`src/hw/rtl/drct_pkg.sv`:
```
// ----------------------------------------------------------------------------
// drct_pkg
// Shared types and constants of the digest reference count table.
// ----------------------------------------------------------------------------
package drct_pkg;

  localparam int KEY_W        = 256;
  localparam int CMD_W        = 2;
  localparam int STATUS_W     = 2;
  localparam int REF_COUNT_W  = 32;
  localparam int OCCUPANCY_W  = 5;

  typedef enum logic [CMD_W-1:0] {
    CMD_INC = 2'd0,
    CMD_GET = 2'd1,
    CMD_DEC = 2'd2
  } cmd_e_t;

  typedef enum logic [STATUS_W-1:0] {
    STATUS_OK        = 2'd0,
    STATUS_MISSING   = 2'd1,
    STATUS_FULL      = 2'd2,
    STATUS_SATURATED = 2'd3
  } status_e_t;

  typedef struct packed {
    logic   free;
    logic   hit;
  } chain_t;

  typedef struct packed {
    logic   capture;
    logic   apply;
    logic   miss;
    cmd_e_t cmd;
  } req_t;

endpackage

```
`src/hw/rtl/drct_cell.sv`:
```
// ----------------------------------------------------------------------------
// drct_cell
// One table entry: key, count and valid mark, with its match flag and the
// free and hit links to the next cell of the row.
// ----------------------------------------------------------------------------
module drct_cell import drct_pkg::*; #(
  parameter int COUNT_BITS = 32
) (
  input  logic                  clk,
  input  logic                  rst,
  input  req_t                  req,
  input  logic [KEY_W-1:0]      key_in,
  input  chain_t                chain_in,
  output chain_t                chain_out,
  input  logic [COUNT_BITS-1:0] count_in,
  output logic [COUNT_BITS-1:0] count_out
);

  logic                  valid;
  logic                  hit;
  logic [KEY_W-1:0]      key;
  logic [COUNT_BITS-1:0] count;
  logic                  insert;

  assign insert = !valid && !chain_in.free && req.miss && (req.cmd == CMD_INC);

  assign chain_out.free = chain_in.free || !valid;
  assign chain_out.hit  = chain_in.hit || hit;
  assign count_out      = count_in | (hit ? count : '0);

  always_ff @(posedge clk) begin
    if (rst) begin
      valid <= 1'b0;
      hit   <= 1'b0;
    end else begin
      if (req.capture) begin
        hit <= valid && (key == key_in);
      end
      if (req.apply) begin
        if (insert) begin
          valid <= 1'b1;
        end else if (hit && (req.cmd == CMD_DEC) && (count == COUNT_BITS'(1))) begin
          valid <= 1'b0;
        end
      end
    end
  end

  // free cells take every key; only the chosen one is marked valid
  always_ff @(posedge clk) begin
    if (req.capture && !valid) begin
      key <= key_in;
    end
    if (req.apply) begin
      if (insert) begin
        count <= COUNT_BITS'(1);
      end else if (hit) begin
        case (req.cmd)
          CMD_INC: begin
            if (count != '1) begin
              count <= count + COUNT_BITS'(1);
            end
          end
          CMD_DEC: begin
            count <= count - COUNT_BITS'(1);
          end
          default: begin
          end
        endcase
      end
    end
  end

endmodule

```
`config.mk`:
```
export PLATFORM = sky130hd
export DESIGN_NAME = drct_cell
export DESIGN_NICKNAME = d
export VERILOG_FILES = /design/src/hw/rtl/drct_pkg.sv /design/src/hw/rtl/drct_cell.sv
export SDC_FILE = /design/constraint.sdc
export NUM_CORES = 1
export LEC_CHECK = 0
export BUFFER_PORTS_ARGS = -buffer_cell sky130_fd_sc_hd__buf_2
export CORE_UTILIZATION = 58
export CTS_BUF_LIST = sky130_fd_sc_hd__clkbuf_4 sky130_fd_sc_hd__clkbuf_8 sky130_fd_sc_hd__clkbuf_16
export CTS_CLUSTER_SIZE = 10
export DETAILED_ROUTE_END_ITERATION = 10
export PLACE_DENSITY = 0.91
export SLEW_MARGIN = 20
export SYNTH_ARGS = -nofsm -noshare
export SYNTH_HDL_FRONTEND = slang
export SYNTH_SLANG_ARGS = --single-unit
```
`constraint.sdc`:
```
create_clock -name clk -period 22.2 [get_ports clk]
set_input_delay 4.44 -clock clk [delete_from_list [all_inputs] [get_ports clk]]
set_output_delay 4.44 -clock clk [all_outputs]
set_load 0.01 [all_outputs]
```
After elaboration in Yosys (flattened, before gate mapping)
Cells that the tools add are included.
{ "classes": {"n_bitwise": 1, "add_sub_neg": 2, "reduce_logical": 17, "muxes": 6, "n_eq_ne": 5} }
{ "ops": {"columns": ["op", "count"], "rows": [
  ["equality test 256 bit", 1],
  ["2-to-1 mux 32 bit", 3],
  ["one-hot mux 32 bit (2 select lines)", 1],
  ["adder 32 x 1 -> 32 bit (second input constant)", 1],
  ["equality test 32 x 1 -> 1 bit (second input constant)", 1],
  ["inequality test 32 bit (second input constant)", 1],
  ["bitwise OR 32 bit", 1],
  ["subtractor 32 x 1 -> 32 bit (second input constant)", 1],
  ["logical AND 1 bit", 7],
  ["AND reduction 4 bit", 1],
  ["nonzero test 2 bit", 2],
  ["inequality test 3 x 2 -> 1 bit (second input constant)", 1],
  ["nonzero test 3 bit", 1],
  ["equality test 2 bit (second input constant)", 1],
  ["zero test 1 bit", 2],
  ["zero test 2 bit", 1],
  ["logical OR 1 bit", 2],
  ["2-to-1 mux 1 bit", 2],
  ["AND reduction 2 bit", 1]
]} }
{ "totals": {"register_bits": 290, "elab_cells": 35, "in_bits": 297, "out_inout_bits": 34} }

Logic depth before layout (Yosys ltp)
Gate-level depths: netlist of the first run.
{ "depth": {"ltp_word": 6, "mapped_depth": 8, "depth_no_buf": 8} }

Worst setup path before layout of the first run
OpenSTA, ideal clock, no wires.
{ "synth_timing": {"path_type": "in2reg", "start": "input req[4] (netlist name)", "end": "register key[0], enable pin", "setup_ns": 0.908, "arrival_time_ns": 15.456, "n_path_buf": 0, "required_ns": 21.292, "path_stages": 1, "slack_ns": 5.836, "path_cell_list": "nor2b_1"} }
{ "synth_between": {"elab_chain_len": 1} }
{ "synth_lines": {"columns": ["item", "line_no", "source"], "rows": [
  ["start: declaration", "drct_cell.sv:11", "input req_t req,"],
  ["logical AND 1 bit", "drct_cell.sv:51", "if (req.capture && !valid) begin"],
  ["end signal: assignment", "drct_cell.sv:52", "key <= key_in;"],
  ["end: declaration", "drct_cell.sv:21", "logic [KEY_W-1:0] key;"]
]} }
Every way passes these cells.
A chain may end at the register's enable or synchronous reset.

==> results of run 1 <==
## logic make-up after synthesis
family | count (synthesis) | synth area share, %
compound gates | 173 | 9.533
xor+xnor | 172 | 11.20
fa+ha+maj | 3 | 0.2790
buf+inv | 133 | 3.850
flops | 290 | 64.58
mux | 1 | 0.07441
simple gates | 253 | 10.48
## flip-flops by register name, indices dropped and copies added, names as in the netlist
name and cells:
count 32, hit 1, key 256, valid 1
## final cells by class
cell class / count / share of cell area (%)
tap: 285 / 2.172
timing repair buffer: 335 / 10.44
sequential: 290 / 52.91
clock inverter: 5 / 0.2362
clock buffer: 38 / 5.578
inverter: 108 / 2.469
antenna: 15 / 0.2286
multi-input combinational: 602 / 25.96
## tightest hold or removal path, cell delays in order, from the launching register on
cell,delay (ns)
edfxtp_1,0.41
xnor2_1,0.09
nor2_1,0.07
## through the flow
step	utilization [%]	instances	hold WS (ns)	setup slack, ns
floorplan	-	1025	0.5313	5.836
global placement	67.85	1619	0.6570	12.80
detailed placement	67.85	1619	0.6758	12.79
CTS	72.05	1662	0.6815	12.79
global route	72.27	1675	0.7275	12.76
finish	72.30	1678	0.6823	12.79
## synth_stat cells, drive strengths merged
master	count	area, µm²
a2111o	2	22.52
o32ai	1	8.760
or2	3	18.77
a2bb2oi	2	17.52
a41oi	1	8.760
a21o	32	240.2
inv	108	405.4
nor3	15	80.08
nor4b	2	17.52
edfxtp	288	8648
o32a	1	10.01
nor2	49	183.9
nand3	13	65.06
nand4	44	281.5
nand2	21	78.83
a21oi	12	63.81
nand2b	28	175.2
o2111ai	9	78.83
a22oi	5	37.54
o221ai	2	17.52
mux2i	1	10.01
and4	2	17.52
buf	11	60.05
or4	4	37.53
a211oi	1	12.51
a22o	11	96.34
nor2b	18	112.6
xor2	69	604.3
a32oi	1	8.760
or3	10	62.56
a2111oi	9	78.83
o21ai	10	50.04
and2	1	6.260
and3	5	32.53
xnor2	103	902.1
a221oi	18	157.7
dfxtp	2	40.04
clkbuf	14	52.55
nand4b	1	8.760
nor4	37	231.5
o2bb2ai	9	78.83
a31oi	7	43.79
o22ai	40	250.2
ha	3	37.54
## power groups by stage
| stage | Clock [mW] | Sequential [mW] | Combinational (mW) |
|---|---|---|---|
| floorplan | 0 | 0.666 | 0.0559 |
| global placement | 0 | 0.658 | 0.106 |
| detailed placement | 0 | 0.661 | 0.112 |
| CTS | 0.501 | 0.650 | 0.114 |
| global route | 0.520 | 0.653 | 0.125 |
| finish | 0.498 | 0.651 | 0.116 |
## routing by layer
metal / vias to the layer above / share of wire (%)
li1: 4555 / -
met1: 4822 / 35
met2: 627 / 52
met3: 106 / 9.3
met4: 2 / 3.7
met5: - / 0.027
## final timing paths
kind	from	to	slack, ns	cells after the start
setup / recovery	chain_in[0]	chain_out[0]	12.79	3
hold / removal	count[25]	count[25]	0.68	2
setup reg to reg	count[0]	count[30]	19.42	8
hold reg to reg	count[25]	count[25]	0.68	2
## cells in the final DEF, fill, tap and decap left out, drive strengths merged, types with 18 or more instances in the layout
master  instances
buf           335
edfxtp        288
inv           109
xnor2         103
xor2           69
nor2           49
nand4          44
o22ai          40
clkbuf         38
nor4           37
a21o           32
nand2b         28
nand2          21
a221oi         18
nor2b          18
==> impl_metrics.csv, run 1 <==
group,metric,value,unit
worst_setup_path,critPathMaxFanout,1,
worst_setup_path,arrival,4.97,ns
pwr,ir_drop,0.08469,mV
pwr,powerDensity,77.04,mW/mm²
global_routing,global_route.usage.met3,7.285,%
timing,grt_setup_unrepaired,"no",
die,die_area,0.02381,mm²
detailed_routing,wl_per_cell,22.19,µm
detailed_routing,num_vias,10110,
global_routing,antenna_found_initial,15,
pwr,cell_internal_pwr,0.9801,mW
die,initial_core_util,59.24,%
layout,post-route-cell-area,0.01642,mm²
global_routing,grt_pass1_wl,54.30,mm
pwr,power_frac_clock,39.3,%
cts,htreeDepth,2,
worst_hold_path,min_path_type,"flop to flop",
cts,numCtsBuffers,35,
logic_synthesis,synth_cell_type_count,52,
logic_synthesis,ys_warn_count,0,
logic_synthesis,synth_area,0.01345,mm²
timing,totalNegativeSetupSlack,0,ns
placement,dpl-instance-area,0.01541,mm²
die,die_h,154.3,µm
global_routing,grt_max_degree,218,
timing,fin_skew,0.01571,ns
status,status,"complete, no violations",
worst_setup_path,cp-end-kind,"primary output",
worst_setup_path,max_stage_delay,0.29,ns
cts,cts_setup_buffers,0,
logic_synthesis,ys_ff_latch,290,
cts,max-clock-path-buffers,3,
die,io_pins,331,
cts,insertion_delay,0.51,ns
pwr,p_total,1.265,mW
timing,hold_viol_final,0,
layout,drive_above_1_share,28.23,%
worst_setup_path,crit_buf_inv,2,
run,maxCapViolations,0,
worst_setup_path,crit_family,"simple AND/OR/NAND/NOR gates",
cts,root_buffer,"clkbuf_16",
cts,cts_tree,"yes",
worst_setup_path,cp-start-kind,"primary input",
cts,clkSinkCount,290,
die,core_area,0.02271,mm²
logic_synthesis,synth-seq-area-share,64.58,%
pwr,pwr-share-seq,51.5,%
logic_synthesis,syn_nets,1325,
global_routing,grt_pass1_vias,10100,
worst_setup_path,crit_path_frequent_cell,"buf_2",
pwr,power_frac_comb,9.2,%
detailed_routing,drc,0,
worst_setup_path,crit_chain,"buf_2 > or2_2 > buf_2",
die,die_w,154.3,µm
timing,slew_viol_final,0,
timing,period_share,42.39,%
timing,setup_violations,0,
worst_setup_path,path_class,"primary input to primary output",
timing,fmaxAchievable,106.3,MHz
cts,ctsHoldBuffers,0,
worst_setup_path,slowest_stage,"or2_2",
global_routing,grt_most_used_layer,"met2",
layout,fill_cells,1487,
global_routing,met2_usage,54.94,%
logic_synthesis,synth.avg_cell_area,13.12,µm²
detailed_routing,drt.antenna.violating_nets,0,
placement,hpwl,26.81,mm
detailed_routing,routed_via_density,6.026,
layout,multi_input_area,0.004263,mm²
placement,numPortBuffers,330,
global_routing,gr-usage-met1,34.03,%
pwr,swShare,22.52,%
layout,syn2layout_area_growth,22.05,%
timing,tightest_slew,1.461,ns
placement,place.gp.congestion,0.9063,
detailed_routing,first_pass_iters,6,
pwr,p_leak,6.521,nW
detailed_routing,drt-initial-drc-count,762,
pwr,p_switching,0.2848,mW
global_routing,track_usage,30.36,%
timing,maxSlewHeadroom,2.627,%
cts,ctsResizeCount,0,
timing,period_minus_slack,9.412,ns
die,rows,55,
logic_synthesis,synth_cells,1025,
layout,seqCellArea,0.008688,mm²
worst_setup_path,required,17.76,ns
cts,clk_pin_slew,0.05,ns
detailed_routing,wirelength,37.23,mm
global_routing,overflow,0,
layout,nets,1672,
Note: power is estimated with default switching activity, not from simulation.
==> run 2: changes to the inputs <==
CORE_UTILIZATION = 54   (was 58)
PLACE_DENSITY = 0.86   (was 0.91)
clock period = 9.1 ns   (was 22.2 ns; I/O delays follow)
==> impl_metrics.csv, run 2 (synthesis gave the netlist of run 1 again) <==
group,metric,value,unit
status,status,"complete, no violations",
placement,hpwl,26.31,mm
layout,regMostFlops,"key",
cts,max-clock-path-buffers,3,
global_routing,grt_max_degree,174,
worst_hold_path,hold_path.startpoint,"valid",
layout,top_regs,"key: 256 flops, count: 32 flops",
cts,ctsHoldBuffers,0,
worst_setup_path,worstReg2RegEnd,"count[30]",
worst_setup_path,critPathMaxFanout,1,
detailed_routing,drc,0,
detailed_routing,num_vias,9999,
layout,fill_cells,1689,
die,rows,57,
layout,nets,1671,
timing,tightest_slew,1.051,ns
timing,fin_skew,0.01298,ns
placement,numPortBuffers,330,
cts,insertion_delay,0.51,ns
pwr,ir_drop,0.1652,mV
timing,period_share,45.78,%
worst_setup_path,arrival,2.35,ns
detailed_routing,drt.antenna.violating_nets,0,
global_routing,track_usage,28.52,%
worst_hold_path,hold_end,"valid",
run,maxCapViolations,0,
timing,grt_setup_unrepaired,"no",
pwr,powerDensity,190.5,mW/mm²
detailed_routing,first_pass_iters,5,
worst_setup_path,required,7.28,ns
worst_setup_path,r2r_cells,8,
cts,htreeDepth,2,
timing,setup_ws,4.934,ns
layout,final_cell_mix,"330 x buf_2, 288 x edfxtp_1, 108 x inv_1",
die,die_h,159.8,µm
timing,hold_viol_final,0,
worst_setup_path,rrSetupSlack,6.28,ns
timing,slew_viol_final,0,
detailed_routing,wl_per_cell,21.40,µm
cts,clk_pin_slew,0.06,ns
layout,largest_reg_flops,256,
cts,root_buffer,"clkbuf_16",
die,die_w,159.8,µm
pwr,p_leak,6.559,nW
cts,ctsResizeCount,0,
cts,cts_tree,"yes",
layout,mostFrequentLayoutCell,"buf_2",
global_routing,overflow,0,
worst_setup_path,cp-end-kind,"primary output",
global_routing,antenna_found_initial,20,
cts,numCtsBuffers,35,
worst_setup_path,cp-start-kind,"primary input",
worst_setup_path,path_class,"primary input to primary output",
global_routing,grt_pass1_wl,55.45,mm
detailed_routing,routed_via_density,5.797,
timing,whs,0.6798,ns
cts,cts_setup_buffers,0,
detailed_routing,wirelength,36.92,mm
die,die_area,0.02555,mm²
placement,pre_cts_slack,4.836,ns
timing,totalNegativeSetupSlack,0,ns
timing,fmaxAchievable,240.0,MHz
timing,maxSlewHeadroom,29.95,%
worst_hold_path,whs_path_depth,2,
die,core_area,0.02439,mm²
die,initial_core_util,55.16,%
die,io_pins,331,
layout,drive_above_1_share,28.79,%
pwr,p_total,3.148,mW
detailed_routing,drt-initial-drc-count,914,
cts,clkSinkCount,290,
timing,setup_violations,0,
worst_setup_path,r2r-start,"count[0]",
worst_hold_path,min_path_type,"flop to flop",
layout,syn2layout_area_growth,22.85,%
timing,period_minus_slack,4.166,ns
global_routing,grt_pass1_vias,10160,
placement,place.gp.congestion,0.9305,
run 2: cell type report:
class	count	area [µm²]	share of cell area [%]
Clock buffer	48	997.2	6.034
Clock inverter	4	35.03	0.2120
Tap cell	324	405.4	2.453
Sequential cell	290	8690	52.58
Inverter	108	405.4	2.453
Multi-Input combinational cell	602	4263	25.79
Antenna cell	15	37.54	0.2271
Timing Repair Buffer	334	1694	10.25
run 2: through the flow:
| step | instance area [µm²] | cells | utilization, % |
|---|---|---|---|
| floorplan | 13460 | 1025 | - |
| global placement | 15460 | 1658 | 63.37 |
| detailed placement | 15460 | 1658 | 63.37 |
| CTS | 16490 | 1710 | 67.61 |
| global route | 16520 | 1724 | 67.75 |
| finish | 16530 | 1725 | 67.76 |
run 2: how the worst max path moves through the flow:
stage / startpoint / endpoint / slack [ns] / depth (start not counted)
5_1_grt: chain_in[0] / chain_out[0] / 4.92 / 3
2_1_floorplan: req[4] / key[0] / 0.18 / 1
3_3_place_gp: req[0] / count[29] / 4.87 / 8
6_report: chain_in[0] / chain_out[0] / 4.93 / 3
4_1_cts: chain_in[0] / chain_out[0] / 4.93 / 3
3_5_place_dp: req[0] / count[29] / 4.84 / 8
run 2: worst max-delay path: stages:
cell and delay (ns):
buf_2 0.09, or2_2 0.29, buf_2 0.15
run 2: metal layers:
layer / track usage (%) / wire, µm
met2: 50.64 / 18430
met4: 13.90 / 1803
met1: 31.43 / 13120
met3: 8.000 / 3504
met5: 0 / 49
run 2: power by group:
part	switching [mW]	total (mW)	internal (mW)
Combinational	0.156	0.282	0.126
Sequential	0.0331	1.59	1.55
Clock	0.518	1.28	0.761
==> run 3: changes to the inputs <==
CORE_UTILIZATION = 49   (was 54)
PLACE_DENSITY = 0.82   (was 0.86)
clock period = 3.7 ns   (was 9.1 ns; I/O delays follow)
==> impl_metrics.csv, run 3 (synthesis gave the netlist of run 1 again) <==
group,metric,value,unit
timing,tightest_slew,1.013,ns
global_routing,antenna_found_initial,19,
die,core_area,0.02695,mm²
timing,fin_skew,0.01258,ns
layout,regMostFlops,"key",
detailed_routing,first_pass_iters,7,
timing,period_minus_slack,2.854,ns
die,die_area,0.02812,mm²
placement,place.gp.congestion,0.9067,
cts,cts_setup_buffers,0,
cts,root_buffer,"clkbuf_16",
layout,final_cell_mix,"330 x buf_2, 288 x edfxtp_1, 108 x inv_1",
die,die_w,167.7,µm
cts,insertion_delay,0.52,ns
timing,setup_violations,0,
detailed_routing,routed_via_density,5.686,
layout,top_regs,"key: 256 flops, count: 32 flops",
timing,slew_viol_final,0,
pwr,p_leak,6.605,nW
timing,grt_setup_unrepaired,"no",
layout,fill_cells,2066,
run,maxCapViolations,0,
worst_setup_path,cp-start-kind,"flop",
placement,numPortBuffers,330,
layout,nets,1681,
layout,drive_above_1_share,28.90,%
worst_setup_path,cp-end-kind,"flop",
layout,post-route-cell-area,0.01665,mm²
detailed_routing,num_vias,9933,
global_routing,track_usage,24.96,%
worst_setup_path,arrival,3.11,ns
layout,seqCellArea,0.008688,mm²
timing,maxSlewHeadroom,32.31,%
worst_setup_path,required,3.95,ns
layout,syn2layout_area_growth,23.74,%
placement,dp_cells,1685,
worst_hold_path,min_path_type,"primary input to flop",
placement,hpwl,27.00,mm
cts,clkSinkCount,290,
timing,period_share,77.14,%
cts,ctsHoldBuffers,0,
layout,finalNonFillerCells,1747,
status,status,"complete, no violations",
timing,fmaxAchievable,350.4,MHz
timing,whs,0.4063,ns
global_routing,grt_pass1_vias,9919,
cts,numCtsBuffers,35,
detailed_routing,wirelength,35.37,mm
pwr,ir_drop,0.3993,mV
cts,max-clock-path-buffers,3,
cts,clk_pin_slew,0.05,ns
global_routing,grt_max_degree,47,
layout,largest_reg_flops,256,
layout,mostFrequentLayoutCell,"buf_2",
worst_setup_path,path_class,"flop to flop",
worst_setup_path,critPathMaxFanout,7,
die,io_pins,331,
die,initial_core_util,49.92,%
detailed_routing,drt-initial-drc-count,814,
placement,dpl-instance-area,0.01562,mm²
cts,htreeDepth,2,
global_routing,grt_pass1_wl,53.47,mm
pwr,powerDensity,459.9,mW/mm²
detailed_routing,drc,0,
timing,hold_viol_final,0,
cts,cts_tree,"yes",
die,die_h,167.7,µm
cts,ctsResizeCount,0,
detailed_routing,drt.antenna.violating_nets,0,
detailed_routing,wl_per_cell,20.24,µm
die,rows,60,
layout,multi_input_area,0.004263,mm²
global_routing,overflow,0,
==> run 3: area by class of cell <==
class | count | area share, %
Antenna cell | 15 | 0.2255
Inverter | 108 | 2.435
Tap cell | 341 | 2.563
Sequential cell | 290 | 52.19
Clock buffer | 43 | 5.660
Multi-Input combinational cell | 602 | 25.61
Clock inverter | 4 | 0.3157
Timing Repair Buffer | 344 | 11.00
==> run 3: metrics by stage <==
| step | utilization [%] | TNS [ns] | total power [mW] | setup WS, ns |
|---|---|---|---|---|
| floorplan | - | -333.81 | 4.289 | -1.304 |
| CTS | 61.63 | 0 | 7.710 | 0.8597 |
| detailed placement | 57.94 | 0 | 4.649 | 0.4317 |
| finish | 61.77 | 0 | 7.656 | 0.8458 |
| global route | 61.72 | 0 | 7.898 | 0.6644 |
| global placement | 57.94 | 0 | 4.616 | 0.4811 |
==> run 3: final timing paths <==
| check | from | endpoint | slack (ns) | cells after the start |
|---|---|---|---|---|
| worst min-delay path | key_in[143] | key[143] | 0.41 | 1 |
| worst max register to register | count[0] | count[24] | 0.85 | 8 |
| worst max-delay path | count[0] | count[24] | 0.85 | 8 |
| worst min register to register | count[25] | count[25] | 0.68 | 2 |
==> run 3: routing by layer <==
metal	up-vias	global-route usage, %	wire [µm]	part of all wire, %
met1	4750	29.04	13260	37
met3	92	6.925	3256	9.2
met5	-	0	69	0.20
li1	4572	-	-	-
met2	509	43.37	17510	50
met4	10	10.37	1273	3.6
==> run 3: critical path, stage by stage, from the launching register on <==
cell and delay, ns:
edfxtp_1 0.49, ha_1 0.28, nand4_2 0.16, or4_4 0.54, or4_4 0.57, o21ai_1 0.14, nor2b_1 0.21, xnor2_1 0.14
nor2_1 0.05
==> run 3: power by group <==
group,total [mW],internal [mW],switching [mW]
Combinational,0.697,0.325,0.372
Clock,3.07,1.80,1.27
Sequential,3.89,3.82,0.0770
Total,7.66,5.94,1.72
